File: config.mk
export PLATFORM = sky130hd
export DESIGN_NAME = imu_binary_packet_receiver
export DESIGN_NICKNAME = d
export VERILOG_FILES = /design/src/rtl/imu_rx_pkg.sv /design/src/rtl/imu_binary_packet_receiver.sv /design/src/rtl/imu_rx_frame.sv /design/src/rtl/imu_rx_out.sv
export SDC_FILE = /design/constraint.sdc
export NUM_CORES = 1
export LEC_CHECK = 0
export ABC_AREA = 1
export BUFFER_PORTS_ARGS = -buffer_cell sky130_fd_sc_hd__buf_2
export CAP_MARGIN = 20
export CORE_MARGIN = 3
export CORE_UTILIZATION = 44
export CTS_CLUSTER_DIAMETER = 80
export DETAILED_ROUTE_END_ITERATION = 7
export SYNTH_ARGS = -nofsm -noshare
export SYNTH_HDL_FRONTEND = slang
export SYNTH_HIERARCHICAL = 1
export SYNTH_SLANG_ARGS = --single-unit
File: constraint.sdc
create_clock -name i_clk -period 14.1 [get_ports i_clk]
set_input_delay 0 -clock i_clk [delete_from_list [all_inputs] [get_ports i_clk]]
set_output_delay 0 -clock i_clk [all_outputs]
set_load 0.02 [all_outputs]
File: src/rtl/imu_rx_pkg.sv
// Shared constants, types and the CRC-16 CCITT byte update for the IMU packet receiver.
// Used by every module under rtl/. No dependencies.
`timescale 1ns / 1ps

package imu_rx_pkg;

    // Packet geometry: bytes after the sync byte are numbered from 0
    localparam int unsigned PKT_LAST    = 40;  // low CRC byte, ends the packet
    localparam int unsigned CRC_SPAN    = 39;  // bytes 0..38 enter the CRC; byte 39 is CRC high
    localparam int unsigned FIELD_FIRST = 3;   // first payload byte
    localparam int unsigned FIELD_COUNT = 9;   // 32-bit words in the payload
    localparam int unsigned STORE_BITS  = FIELD_COUNT * 32;
    localparam int unsigned IDX_W       = 6;

    localparam logic [7:0]       SYNC_RESET = 8'hFA;
    localparam logic [IDX_W-1:0] IDX_FIRST  = IDX_W'(FIELD_FIRST);
    localparam logic [IDX_W-1:0] IDX_CRC_HI = IDX_W'(CRC_SPAN);
    localparam logic [IDX_W-1:0] IDX_LAST   = IDX_W'(PKT_LAST);

    typedef logic [31:0] t_word;

    // Event from the framer for the byte taken this cycle
    typedef struct packed {
        logic fire;    // this byte ends a packet
        logic crc_ok;  // received CRC matched the running CRC
    } t_frame_evt;

    // Byte-wise CRC-16 CCITT update (polynomial 0x1021, no reflection)
    function automatic logic [15:0] crc_step(input logic [15:0] crc, input logic [7:0] b);
        logic [15:0] c;
        begin
            c = {crc[7:0], crc[15:8]};
            c = c ^ {8'h00, b};
            c = c ^ {12'h000, c[7:4]};
            c = c ^ {c[3:0], 12'h000};
            c = c ^ {3'b000, c[7:0], 5'b00000};
            return c;
        end
    endfunction

endpackage

File: src/rtl/imu_binary_packet_receiver.sv
// IMU binary packet receiver: takes one byte per cycle, emits one result per packet.
// The result becomes valid in the cycle after the last packet byte is taken.
// Throughput: one byte per cycle; a byte is stalled only when it would end a packet
// while the previous result is still waiting to be taken.
// Reset (synchronous, active low): hunting for sync, sync value 0xFA, held words zero.
// Depends on imu_rx_pkg, imu_rx_frame, imu_rx_out.
`timescale 1ns / 1ps

module imu_binary_packet_receiver (
    input  logic        i_clk,
    input  logic        i_rst_n,
    // configuration
    input  logic        i_cfg_we,
    input  logic [7:0]  i_cfg_data,
    // input channel
    input  logic        i_valid,
    output logic        o_stall,
    input  logic [7:0]  i_rx_byte,
    // output channel
    output logic        o_valid,
    input  logic        i_stall,
    output logic        o_crc_ok,
    output logic [31:0] o_yaw_bits,
    output logic [31:0] o_pitch_bits,
    output logic [31:0] o_roll_bits,
    output logic [31:0] o_rate_x_bits,
    output logic [31:0] o_rate_y_bits,
    output logic [31:0] o_rate_z_bits,
    output logic [31:0] o_accel_x_bits,
    output logic [31:0] o_accel_y_bits,
    output logic [31:0] o_accel_z_bits
);
    import imu_rx_pkg::*;

    logic [7:0]            r_sync;
    logic                  take;
    logic                  at_last;
    t_frame_evt            evt;
    logic [STORE_BITS-1:0] store;
    t_word                 held [FIELD_COUNT];

    // Sync byte register
    always_ff @(posedge i_clk) begin
        if (!i_rst_n) begin
            r_sync <= SYNC_RESET;
        end else if (i_cfg_we) begin
            r_sync <= i_cfg_data;
        end
    end

    // Hold the packet-ending byte while a result still waits
    assign o_stall = at_last && o_valid && i_stall;
    assign take    = i_valid && !o_stall;

    imu_rx_frame u_frame (
        .i_clk        (i_clk),
        .i_rst_n      (i_rst_n),
        .i_sync_value (r_sync),
        .i_take       (take),
        .i_rx_byte    (i_rx_byte),
        .o_at_last    (at_last),
        .o_evt        (evt),
        .o_store      (store)
    );

    imu_rx_out u_out (
        .i_clk    (i_clk),
        .i_rst_n  (i_rst_n),
        .i_evt    (evt),
        .i_store  (store),
        .i_stall  (i_stall),
        .o_valid  (o_valid),
        .o_crc_ok (o_crc_ok),
        .o_held   (held)
    );

    assign o_yaw_bits     = held[0];
    assign o_pitch_bits   = held[1];
    assign o_roll_bits    = held[2];
    assign o_rate_x_bits  = held[3];
    assign o_rate_y_bits  = held[4];
    assign o_rate_z_bits  = held[5];
    assign o_accel_x_bits = held[6];
    assign o_accel_y_bits = held[7];
    assign o_accel_z_bits = held[8];

endmodule

File: src/rtl/imu_rx_frame.sv
// Packet framer: sync hunt, byte counter, running CRC and payload shift line.
// Depends on imu_rx_pkg.
`timescale 1ns / 1ps

module imu_rx_frame (
    input  logic                                i_clk,
    input  logic                                i_rst_n,
    input  logic [7:0]                          i_sync_value,
    input  logic                                i_take,
    input  logic [7:0]                          i_rx_byte,
    output logic                                o_at_last,
    output imu_rx_pkg::t_frame_evt              o_evt,
    output logic [imu_rx_pkg::STORE_BITS-1:0]   o_store
);
    import imu_rx_pkg::*;

    logic                   r_hunting, n_hunting;
    logic [IDX_W-1:0]       r_idx, n_idx;
    logic [15:0]            r_crc, n_crc;
    logic [7:0]             r_crc_hi;
    logic [STORE_BITS-1:0]  r_store;
    logic                   in_crc_span;
    logic                   in_fields;

    assign in_crc_span = (r_idx < IDX_CRC_HI);
    assign in_fields   = (r_idx >= IDX_FIRST) && in_crc_span;
    assign o_at_last   = !r_hunting && (r_idx == IDX_LAST);
    assign o_store     = r_store;

    // Advance hunt / count / CRC for the item taken this cycle
    always_comb begin
        n_hunting    = r_hunting;
        n_idx        = r_idx;
        n_crc        = r_crc;
        o_evt.fire   = 1'b0;
        o_evt.crc_ok = (r_crc == {r_crc_hi, i_rx_byte});
        if (i_take) begin
            if (r_hunting) begin
                if (i_rx_byte == i_sync_value) begin
                    n_hunting = 1'b0;
                    n_idx     = '0;
                    n_crc     = '0;
                end
            end else if (in_crc_span) begin
                n_crc = crc_step(r_crc, i_rx_byte);
                n_idx = r_idx + IDX_W'(1);
            end else if (r_idx == IDX_CRC_HI) begin
                n_idx = r_idx + IDX_W'(1);
            end else begin
                o_evt.fire = 1'b1;
                n_hunting  = 1'b1;
                n_idx      = '0;
                n_crc      = '0;
            end
        end
    end

    // Control state
    always_ff @(posedge i_clk) begin
        if (!i_rst_n) begin
            r_hunting <= 1'b1;
            r_idx     <= '0;
            r_crc     <= '0;
        end else begin
            r_hunting <= n_hunting;
            r_idx     <= n_idx;
            r_crc     <= n_crc;
        end
    end

    // Payload: shift bytes in from the top so byte 3 ends at the bottom
    always_ff @(posedge i_clk) begin
        if (i_take && !r_hunting && in_fields) begin
            r_store <= {i_rx_byte, r_store[STORE_BITS-1:8]};
        end
        if (i_take && !r_hunting && (r_idx == IDX_CRC_HI)) begin
            r_crc_hi <= i_rx_byte;
        end
    end

endmodule

File: src/rtl/imu_rx_out.sv
// Result register: held IMU words and crc_ok flag, with valid/stall output handshake.
// Depends on imu_rx_pkg.
`timescale 1ns / 1ps

module imu_rx_out (
    input  logic                                i_clk,
    input  logic                                i_rst_n,
    input  imu_rx_pkg::t_frame_evt              i_evt,
    input  logic [imu_rx_pkg::STORE_BITS-1:0]   i_store,
    input  logic                                i_stall,
    output logic                                o_valid,
    output logic                                o_crc_ok,
    output imu_rx_pkg::t_word                   o_held [imu_rx_pkg::FIELD_COUNT]
);
    import imu_rx_pkg::*;

    logic  r_valid;
    logic  r_crc_ok;
    t_word r_held [FIELD_COUNT];

    assign o_valid  = r_valid;
    assign o_crc_ok = r_crc_ok;
    assign o_held   = r_held;

    // Load a result at packet end, drop it once taken
    always_ff @(posedge i_clk) begin
        if (!i_rst_n) begin
            r_valid <= 1'b0;
        end else if (i_evt.fire) begin
            r_valid <= 1'b1;
        end else if (!i_stall) begin
            r_valid <= 1'b0;
        end
    end

    always_ff @(posedge i_clk) begin
        if (i_evt.fire) begin
            r_crc_ok <= i_evt.crc_ok;
        end
    end

    // Held words update only on a good CRC
    always_ff @(posedge i_clk) begin
        if (!i_rst_n) begin
            for (int k = 0; k < FIELD_COUNT; k++) begin
                r_held[k] <= '0;
            end
        end else if (i_evt.fire && i_evt.crc_ok) begin
            for (int k = 0; k < FIELD_COUNT; k++) begin
                r_held[k] <= i_store[k*32 +: 32];
            end
        end
    end

endmodule
==> flow_summary.toml <==
[global_routing]
gr-total-overflow = 0
grt_pass1_wl_um = 76700
antenna_found_initial = 0
grt_max_degree = 252
grt_pass1_vias = 14554
track_usage = 0.176

[cells_and_area]
fin_nets = 2741
final_common_cell = "nand2_1"
final_cell_mix = "nand2_1 (655), nor2_1 (589), dfxtp_1 (320)"
area_growth_syn_to_layout_pct = 18.7
drive_gt1_frac = 0.161
finish.utilization = 0.534
antenna_cells = 0

[critical_path]
startpoint_type = "register"
critPathMaxFanout = 74
cp_cell_sequence = "inv_1, ha_1, nand4_1, nor3_1, nand3_1, nand2_1, inv_1, nand2_4, nor3_4, o21a_4, buf_4, buf_4"
rr_worst_depth = 12
slowest_stage = "buf_4"
endpoint_kind = "register"
required_ns = 14.33
critical_path_arrival_ns = 5.19
path_class = "register to register"
slowest_delay_ns = 0.86

[synth]
syn_inst = 2401
synthFlopType = "dfxtp_1"
syn_nets = 2424
synth-seq-area-share = 0.673
netlist_area_um2 = 22800
synthDistinctLibCells = 32
synth_edf_count = 297
syn_area_per_cell_um2 = 9.48
synth_seq_cells = 617
synthArstFlopShare = 0
synth_warnings = 6

[power_and_ir_drop]
static-leakage-power_nw = 13.0
ir_worst_vdd_v = 0.0000910
p_per_area_nw_per_um2 = 132
seqPwrFrac = 0.521
p_sw_uw = 709
pwr-share-clk = 0.466
p_int_mw = 2.87
switching_share = 0.198
comb_power_share = 0.013

[cts]
tritoncts = "built"
cts_buffers = 61
insertion_delay_ns = 0.60
htreeDepth = 2
post_cts_resized = 0
clkSlewWorstSetupHoldPaths_ns = 0.06
cts_num_sinks = 617
cts_buffer_depth = 3
cts_root_buf = "clkbuf_16"

[sta]
max_freq_mhz = 201
worst_pin_slew_ns = 1.07
rsz0062_at_grt = "no"
hold_ws_ns = 0.211
timing.slew.headroom = 0.287
clock_skew_ns = 0.0192
setup_tns_ns = 0
finalCritPeriodShare = 0.352
min_period_ns = 4.97
hold_viol_final = 0
fin_ws_ns = 9.13
finalMaxSlewViolations = 0
setup_viol = 0

[placement]
dp_worst_setup_slack_ns = 9.08
gp_congestion = 0.823
hpwlAfterDp_um = 30900
io_buffers = 311

[detailed_routing]
vias_per_cell = 4.50
wirelength_um = 49600
wl_per_cell_um = 14.4
route.detailed.drc = 0
vias = 15488
drt_first_pass_iters = 5
detail-route-antenna-nets = 0
drt_iter0_drc = 1108

[die]
die_w_um = 233
die_h_um = 233
initial_utilization = 0.450
ioPinCount = 312
core_area_um2 = 50600
row_count = 82
design.die.area_um2 = 54500

[status]
status = "complete, no violations"

[worst_hold_path]
whs_path_depth = 4
hold_path.class = "primary input to register"

[job]
maxCapViolCount = 0
timing repair:
item	in CTS	in global routing
setup buffers	0	0
endpoints found under the hold margin	91	0
hold buffers	35	0
path summary, 6_finish.rpt:
check	startpoint	end	slack [ns]
worst max-delay path	u_frame/r_idx[0]	u_frame/o_store[108]	9.13
worst min-delay path	i_stall	u_out/o_valid	0.21
worst max register to register	u_frame/r_idx[0]	u_frame/o_store[108]	9.13
worst min register to register	u_frame/o_store[152]	u_frame/o_store[144]	0.44
worst max-delay path, delay by kind of cell, from the launching register on:
family          cells  cell delay, ns
buf+inv             4            1.91
fa+ha+maj           1            0.21
simple gates        6            1.08
flops               1            0.41
compound gates      1            0.80
flip-flops by register name (all words and copies together), names as in the netlist:
name,flops
u_frame/o_store,288
u_frame/r_crc_hi,8
u_out/o_held,288
u_frame/r_idx,6
u_out/o_crc_ok,1
u_frame/r_hunting,1
u_frame/r_crc,16
r_sync,8
u_out/o_valid,1
synth_stat cells (2+ instances only):
master / n / area share
nand2_4: 2 / 0.00099
buf_2: 48 / 0.011
a21oi_2: 9 / 0.0035
nand3_1: 25 / 0.0055
nand4_1: 5 / 0.0014
ha_1: 2 / 0.0011
nor3_1: 4 / 0.00088
buf_6: 26 / 0.013
o21ai_0: 2 / 0.00044
nor2_1: 589 / 0.097
or2_2: 7 / 0.0019
a21oi_1: 13 / 0.0029
xnor2_1: 30 / 0.012
inv_1: 319 / 0.053
nor2_2: 2 / 0.00055
buf_4: 17 / 0.0056
clkbuf_1: 9 / 0.0015
xor2_1: 4 / 0.0015
dfxtp_1: 320 / 0.28
nand2_2: 6 / 0.0016
edfxtp_1: 297 / 0.39
nand2_1: 655 / 0.11
power by group through the flow:
stage | Combinational (mW) | Clock, mW | Sequential, mW
floorplan | 0.0291 | 0 | 1.90
global placement | 0.0389 | 0 | 1.90
detailed placement | 0.0391 | 0 | 1.90
CTS | 0.0471 | 1.71 | 1.86
global route | 0.0525 | 1.78 | 1.86
finish | 0.0470 | 1.67 | 1.86
area by class of cell:
cell class | instances | area, um2
Timing Repair Buffer | 356 | 2040
Clock inverter | 33 | 413
Clock buffer | 82 | 1660
Multi-Input combinational cell | 1363 | 5540
Inverter | 319 | 1200
Sequential cell | 617 | 15300
Tap cell | 672 | 841
Fill cell | 4606 | 23600
cell families after synthesis:
family / after synthesis / synth area share
simple gates: 1299 / 0.220
xor+xnor: 34 / 0.0131
compound gates: 28 / 0.00819
buf+inv: 421 / 0.0840
flops: 617 / 0.673
fa+ha+maj: 2 / 0.00110
stage by stage:
step	instance area (um2)	total power, mW	std cells
2_1_floorplan	22800	1.93	2401
3_3_place_gp	24500	1.94	3290
3_5_place_dp	24500	1.94	3290
4_1_cts	27000	3.62	3440
5_1_grt	27000	3.69	3442
6_report	27000	3.58	3442
per-layer routing:
| layer | vias to the layer above | global-route usage | share of wire |
|---|---|---|---|
| li1 | 7886 | - | - |
| met1 | 7162 | 0.242 | 0.45 |
| met2 | 362 | 0.284 | 0.46 |
| met4 | 0 | 0.0520 | 0.024 |
| met5 | - | 0 | 0 |
| met3 | 78 | 0.0362 | 0.062 |
Power figures use the tool's default switching activity.
